<file path="config.mk">
export PLATFORM = sky130hd
export DESIGN_NAME = tccw_ctrl
export DESIGN_NICKNAME = d
export VERILOG_FILES = /design/src/tccw_pkg.sv /design/src/tccw_ctrl.sv
export VERILOG_INCLUDE_DIRS = /design/src /design/src/src
export SDC_FILE = /design/constraint.sdc
export NUM_CORES = 1
export LEC_CHECK = 0
export BUFFER_PORTS_ARGS = -buffer_cell sky130_fd_sc_hd__buf_2
export CAP_MARGIN = 20
export CORE_AREA = 2 2 39 41
export CTS_CLUSTER_DIAMETER = 120
export DETAILED_ROUTE_END_ITERATION = 16
export DIE_AREA = 0 0 41 43
export PLACE_DENSITY_LB_ADDON = 0.05
export SETUP_SLACK_MARGIN = 0.15
export SLEW_MARGIN = 25
export SYNTH_ARGS = -nofsm -noshare
export SYNTH_HDL_FRONTEND = slang
export SYNTH_SLANG_ARGS = --single-unit
</file>
<file path="constraint.sdc">
create_clock -name i_clk -period 3.6 [get_ports i_clk]
set_clock_uncertainty 0.05 [all_clocks]
set_input_delay 0.18 -clock i_clk [delete_from_list [all_inputs] [get_ports i_clk]]
set_output_delay 0.18 -clock i_clk [all_outputs]
set_load 0.01 [all_outputs]
</file>
<file path="src/text_console_cell_writer_defines.svh">
// Assertion macros shared by the console RTL. They sample on i_clk and
// are held off while i_rst_n is low.
`ifndef TEXT_CONSOLE_CELL_WRITER_DEFINES_SVH
`define TEXT_CONSOLE_CELL_WRITER_DEFINES_SVH

`ifndef SYNTHESIS
`define TCCW_ASSERT(lbl, cond) \
    lbl: assert property (@(posedge i_clk) disable iff (!i_rst_n) (cond)) \
        else $error("console check failed");
`define TCCW_ASSERT_IMP(lbl, ante, cons) \
    lbl: assert property (@(posedge i_clk) disable iff (!i_rst_n) (ante) |-> (cons)) \
        else $error("console check failed");
`define TCCW_ASSERT_NXT(lbl, ante, cons) \
    lbl: assert property (@(posedge i_clk) disable iff (!i_rst_n) (ante) |=> (cons)) \
        else $error("console check failed");
`else
`define TCCW_ASSERT(lbl, cond)
`define TCCW_ASSERT_IMP(lbl, ante, cons)
`define TCCW_ASSERT_NXT(lbl, ante, cons)
`endif

`endif

</file>
<file path="src/tccw_pkg.sv">
package tccw_pkg;

    localparam int REQ_TYPE_W   = 2;
    localparam int CHAR_W       = 8;
    localparam int CELL_INDEX_W = 11;
    localparam int CURSOR_POS_W = 11;
    localparam int CELL_W       = 16;
    localparam int COLOR_W      = 4;
    localparam int CFG_IDX_W    = 2;

    // request codes
    localparam logic [REQ_TYPE_W-1:0] REQ_PUT   = 2'd0;
    localparam logic [REQ_TYPE_W-1:0] REQ_CLEAR = 2'd1;
    localparam logic [REQ_TYPE_W-1:0] REQ_READ  = 2'd2;

    // control characters
    localparam logic [CHAR_W-1:0] KEY_BS     = 8'd8;
    localparam logic [CHAR_W-1:0] KEY_TAB    = 8'd9;
    localparam logic [CHAR_W-1:0] KEY_LF     = 8'd10;
    localparam logic [CHAR_W-1:0] KEY_CR     = 8'd13;
    localparam logic [CHAR_W-1:0] BLANK_CHAR = 8'h20;

    // configuration register indexes
    localparam logic [CFG_IDX_W-1:0] CFG_FG = 2'd0;
    localparam logic [CFG_IDX_W-1:0] CFG_BG = 2'd1;

    localparam logic [COLOR_W-1:0] FG_RESET = 4'hf;
    localparam logic [COLOR_W-1:0] BG_RESET = 4'h0;

    typedef struct packed {
        logic [REQ_TYPE_W-1:0]   req_type;
        logic [CHAR_W-1:0]       char_code;
        logic [CELL_INDEX_W-1:0] cell_index;
    } t_in_item;

    typedef struct packed {
        logic [CURSOR_POS_W-1:0] cursor_pos;
        logic [CELL_W-1:0]       cell_data;
    } t_out_item;

    typedef struct packed {
        logic load;       // capture the request
        logic exec;       // apply a put to cursor and cell store
        logic rd_cell;    // issue the read of a requested cell
        logic copy;       // scroll: move one cell up a row
        logic fill;       // scroll: blank one bottom-row cell
        logic wipe;       // zero one cell
        logic home;       // cursor to the origin
        logic sweep_inc;
        logic sweep_clr;
        logic out_load;   // load the result register
    } t_dp_cmd;

    typedef struct packed {
        logic need_scroll;
        logic copy_end;
        logic sweep_end;
        logic sweep_zero;
    } t_dp_sts;

endpackage

</file>
<file path="src/tccw_ctrl.sv">
`include "text_console_cell_writer_defines.svh"

module tccw_ctrl (
    input  logic                                i_clk,
    input  logic                                i_rst_n,
    input  logic                                i_in_valid,
    input  logic [tccw_pkg::REQ_TYPE_W-1:0]     i_req_type,
    input  logic                                i_out_ready,
    input  tccw_pkg::t_dp_sts                   i_sts,
    output tccw_pkg::t_dp_cmd                   o_cmd,
    output logic                                o_in_ready,
    output logic                                o_out_valid
);
    import tccw_pkg::*;

    typedef enum logic [2:0] {
        ST_INIT,
        ST_IDLE,
        ST_EXEC,
        ST_READ,
        ST_COPY,
        ST_FILL,
        ST_CLEAR,
        ST_DONE
    } t_state;

    t_state r_state;
    t_state n_state;
    logic   r_out_valid;

    assign o_in_ready  = (r_state == ST_IDLE);
    assign o_out_valid = r_out_valid;

    always_comb begin
        o_cmd   = '0;
        n_state = r_state;
        unique case (r_state)
            ST_INIT: begin
                // clear the store after reset
                o_cmd.wipe = 1'b1;
                if (i_sts.sweep_end) begin
                    o_cmd.sweep_clr = 1'b1;
                    n_state         = ST_IDLE;
                end else begin
                    o_cmd.sweep_inc = 1'b1;
                end
            end
            ST_IDLE: begin
                if (i_in_valid) begin
                    o_cmd.load = 1'b1;
                    unique case (i_req_type)
                        REQ_PUT:   n_state = ST_EXEC;
                        REQ_CLEAR: n_state = ST_CLEAR;
                        REQ_READ:  n_state = ST_READ;
                        default:   n_state = ST_DONE;
                    endcase
                end
            end
            ST_EXEC: begin
                o_cmd.exec = 1'b1;
                n_state    = i_sts.need_scroll ? ST_COPY : ST_DONE;
            end
            ST_READ: begin
                o_cmd.rd_cell = 1'b1;
                n_state       = ST_DONE;
            end
            ST_COPY: begin
                o_cmd.copy = 1'b1;
                if (i_sts.copy_end) begin
                    n_state = ST_FILL;
                end else begin
                    o_cmd.sweep_inc = 1'b1;
                end
            end
            ST_FILL: begin
                o_cmd.fill = 1'b1;
                if (i_sts.sweep_end) begin
                    o_cmd.sweep_clr = 1'b1;
                    n_state         = ST_DONE;
                end else begin
                    o_cmd.sweep_inc = 1'b1;
                end
            end
            ST_CLEAR: begin
                o_cmd.wipe = 1'b1;
                o_cmd.home = 1'b1;
                if (i_sts.sweep_end) begin
                    o_cmd.sweep_clr = 1'b1;
                    n_state         = ST_DONE;
                end else begin
                    o_cmd.sweep_inc = 1'b1;
                end
            end
            ST_DONE: begin
                // hold until the result register is free
                if (!r_out_valid || i_out_ready) begin
                    o_cmd.out_load = 1'b1;
                    n_state        = ST_IDLE;
                end
            end
            default: n_state = ST_INIT;
        endcase
    end

    always_ff @(posedge i_clk) begin
        if (!i_rst_n) begin
            r_state     <= ST_INIT;
            r_out_valid <= 1'b0;
        end else begin
            r_state <= n_state;
            if (o_cmd.out_load) begin
                r_out_valid <= 1'b1;
            end else if (i_out_ready) begin
                r_out_valid <= 1'b0;
            end
        end
    end

    `TCCW_ASSERT_IMP(a_no_overrun, o_cmd.out_load, !r_out_valid || i_out_ready)
    `TCCW_ASSERT_IMP(a_idle_sweep_home, r_state == ST_IDLE, i_sts.sweep_zero)
    `TCCW_ASSERT_NXT(a_busy_after_accept, i_in_valid && o_in_ready, !o_in_ready)

endmodule

</file>
======== After elaboration in Yosys (flattened, before gate mapping) ========
Index checks and enable logic that the tools add are counted.
storage, ports and cells
  bits in registers ....................... 4
  bits of input ports ..................... 10
  logic and storage cells ................. 50
cells by class
  eq/ne operators ......................... 14
  mux-type cells .......................... 25
  reductions and logical operators ........ 9
operator list
  operator                                                                  count
  3-bit one-hot mux with 7 select lines                                     1
  1-bit two-way mux                                                         16
  3-bit two-way mux                                                         5
  3-bit == test (second input constant)                                     4
  3-bit one-hot mux with 3 select lines                                     1
  2-bit inequality test (second input constant)                             4
  3-bit by 2-bit == test with 1-bit output (second input constant)          2
  5-bit AND reduction                                                       1
  2-bit OR reduction                                                        2
  3-bit by 1-bit == test with 1-bit output (second input constant)          1
  3-bit logical NOT                                                         1
  3-bit OR reduction                                                        1
  2-bit by 1-bit == test with 1-bit output (second input constant)          1
  2-bit == test (second input constant)                                     1
  2-bit logical NOT                                                         1
  2-bit two-way mux                                                         1
  2-bit by 1-bit inequality test with 1-bit output (second input constant)  1
  1-bit one-hot mux with 2 select lines                                     1
  2-bit nonzero test                                                        1
  1-bit logical NOT                                                         1
  1-bit logical OR                                                          1

======== Depth between registers and ports, before layout ========
  depth after elaboration ................. 5
  depth in mapped cells ................... 5
  depth with buffers taken out ............ 4

======== Worst setup path after synthesis ========
No wires, ideal clock.
  path kind ............................... register to register
  start ................................... register r_state[0]
  end ..................................... register r_state[0]
  arrival time ............................ 1208 ps
  required time ........................... 3431 ps
  path slack .............................. 2224 ps
  cell stages (with the launch flop) ...... 5
  clock period less this slack ............ 1376 ps
  cells stage by stage .................... dfxtp_1 buf_6 mux2_4 o211a_1 o221a_1
between the ends
  word-level cells in the longest chain between the ends .. 4
ends and longest elaborated chain
  item                                                               RTL line          RTL
  from (decl)                                                        tccw_ctrl.sv:27   t_state r_state;
  from (signal assigned)                                             tccw_ctrl.sv:110  r_state <= n_state;
  3-bit == test                                                      tccw_ctrl.sv:37   unique case (r_state)
  2-bit OR reduction (no source line)                                --
  2-bit by 1-bit inequality test with 1-bit output (no source line)  --
  5-bit AND reduction (no source line)                               --
Parallel ways exist; a longest one is shown, timed or not.
A chain may end at the register's enable or synchronous reset.

==> qor.csv <==
metric,value,unit
Comb pwr share,0.565,
yosys warns,0,
DRC,0,
Die ar.,0.00176,mm^2
Critical Path Fanout Max,13,
row cnt,14,
Critical Path End Type,output port,
Layout Cells excl Fill,82,
Sequential Power Share,0.288,
number of global-route vias before repair,363,
placed inst area,457,um^2
CORE AREA,0.00138,mm^2
top post-synthesis cells by area,"dfxtp_1 (22%), mux2i_1 (5.5%), nor2_1 (5.2%), buf_4 (4.1%), mux2_4 (4.1%)",
die width,41,um
Netlist cell types,29,
# setup viols final,0,
DPL Wire Length,717,um
post-synth top area share,0.221,
clk root buf,clkbuf_4,
via count,399,
kind of critical path,register to output port,
crit path time final,1840,ps
internal reg-to-reg setup slack,1930,ps
WL final,924,um
placed instance count,79,
Power Density,767,mW/mm^2
Setup crit end,o_cmd[2],
Synthesized Nets,56,
maximum VDD drop,0.243,mV
CP max-delay cell,dfxtp_1,
crit share post-route,0.511,
reg2reg path depth,4,
remaining global-route overflow,0,
WP data required,3370,ps
Seq cells post-synth,4,
hold-fix buffers at CTS,0,
Synth Flop Type,dfxtp_1,
clock power share,0.147,
ys async rst share,0,
I/O Buffers,20,
r2r startpoint,r_state[0],
WL per Instance,11.3,um
CTS sink cnt,4,
max-slew violation count,0,
Finished Cell Area,479,um^2
Post-Syn Area,363,um^2
status,finished clean,
TritonCTS buffer count,3,
final net count,78,
area delta synth->final,32.1,%
TritonCTS clock tree,done,
die height,43,um
router iterations before antenna repair,2,
Total Power,0.368,mW
Post-synth EDFFs,0,
Max Clk Rate,543,MHz
RD Place Congestion,0.664,
WP buf/inv,2,
synthesized instance count,46,
Post-CTS Setup Repair Bufs,0,
Synth area leader,dfxtp_1,
MaxCap Viol Count,0,
I/O pin count,22,
switching share of total power,0.452,
antenna cell count,0,
# fillers,165,
register area share after synthesis,0.221,
CP startpoint,r_state[1],
worst-skew pair later-pin latency,230,ps
Power Internal,0.201,mW
Slew HR,0.707,
CP Depth,4,
Worst Tran Pin Value,439,ps
DR vias/cell,4.87,
GR Util All Layers,0.120,
worst r2r dst,r_state[0],
First DRT Iteration DRCs,2,
H-tree levels,1,
clock slew at reported path FFs,40,ps
CP Data Arrival Time,1610,ps
worst path cell trace,or4bb_1 > o211a_1 > inv_1 > buf_2,
fin util,0.346,
synthesized area per cell,7.89,um^2
"top cells by count, synth","nor2_1 (5), dfxtp_1 (4), nand2_1 (4), inv_1 (3)",
CP Launch Type,register,
CTS max path bufs,2,
initial antenna violation count,0,
RSZ-0062 raised after global routing,no,
setup tns final,0,ps
worst min-delay path class,primary input to register,
Leak Pwr,0.246,nW
"Hold Vio Cnt, Final",0,
Antenna Violating Nets Remaining,0,
"slowest stage delay, CP",520,ps
critical path's top delay family,flip-flops,
Switching Power,0.166,mW
Initial Util,0.262,
CTS resizes,0,
first-pass GRT wire length,1.45,mm
largest net degree at the start of global routing,14,
most frequent cell after synthesis,nor2_1,
layout cells sized above 1,0.394,
==> layer usage <==
metal | GRT usage | share of wire | up-vias
met2 | 0.197 | 0.49 | 12
li1 | - | - | 204
met3 | 0.0628 | 0.068 | 0
met5 | 0 | 0 | -
met1 | 0.135 | 0.44 | 183
met4 | 0.0200 | 0 | 0
==> cell type report <==
type	instances	area (um^2)	area share
multi-input cells	36	245	0.512
flip-flops and latches	4	80.1	0.167
clock buffers	3	22.5	0.0470
repair buffers	20	100	0.209
inverters	3	11.3	0.0235
well taps	16	20.0	0.0418
==> registers in the layout, summed over array words and instances (netlist names) <==
| register | cells |
|---|---|
| o_out_valid | 1 |
| r_state | 3 |
==> power by group through the flow <==
stage / Combinational, mW / Sequential [mW] / Clock, mW
floorplan: 0.197 / 0.0684 / 0
global placement: 0.212 / 0.107 / 0
detailed placement: 0.211 / 0.108 / 0
CTS: 0.211 / 0.106 / 0.0571
global route: 0.235 / 0.112 / 0.0611
finish: 0.208 / 0.106 / 0.0541
==> layout by cell type, fill, tap and decap left out, types with 2 or more instances in the layout <==
cell type,instances
inv_1,3
nor2_1,5
nand2_1,4
mux2i_1,2
dfxtp_1,4
nor3b_1,2
buf_2,20
nand2b_1,2
clkbuf_4,3
a21oi_1,2
==> worst min path at each step <==
stage / startpoint / end / slack [ps] / cells after the start
after floorplan: i_rst_n / r_state[0] / 270 / 1
after global placement: i_rst_n / r_state[0] / 430 / 2
after detailed placement: i_rst_n / r_state[0] / 430 / 2
after CTS: i_rst_n / r_state[0] / 180 / 2
after global routing: i_rst_n / r_state[0] / 180 / 2
final: i_rst_n / r_state[0] / 190 / 2
==> metrics by stage <==
step | setup WS (ps) | hold slack (ps)
final | 1760 | 185
after global routing | 1640 | 183
after CTS | 1730 | 182
after detailed placement | 1930 | 432
after global placement | 1900 | 434
after floorplan | 2220 | 272
==> kinds of logic after synthesis <==
kind of cell           Yosys count  share of synthesized area
XOR/XNOR                         1                     0.0241
AND/OR/NAND/NOR                 21                      0.328
multiplexers                     3                     0.0965
flip-flops                       4                      0.221
buffers and inverters            6                      0.103
AO/OA/AOI/OAI                   11                      0.228
(Power assumes the default switching activity.)
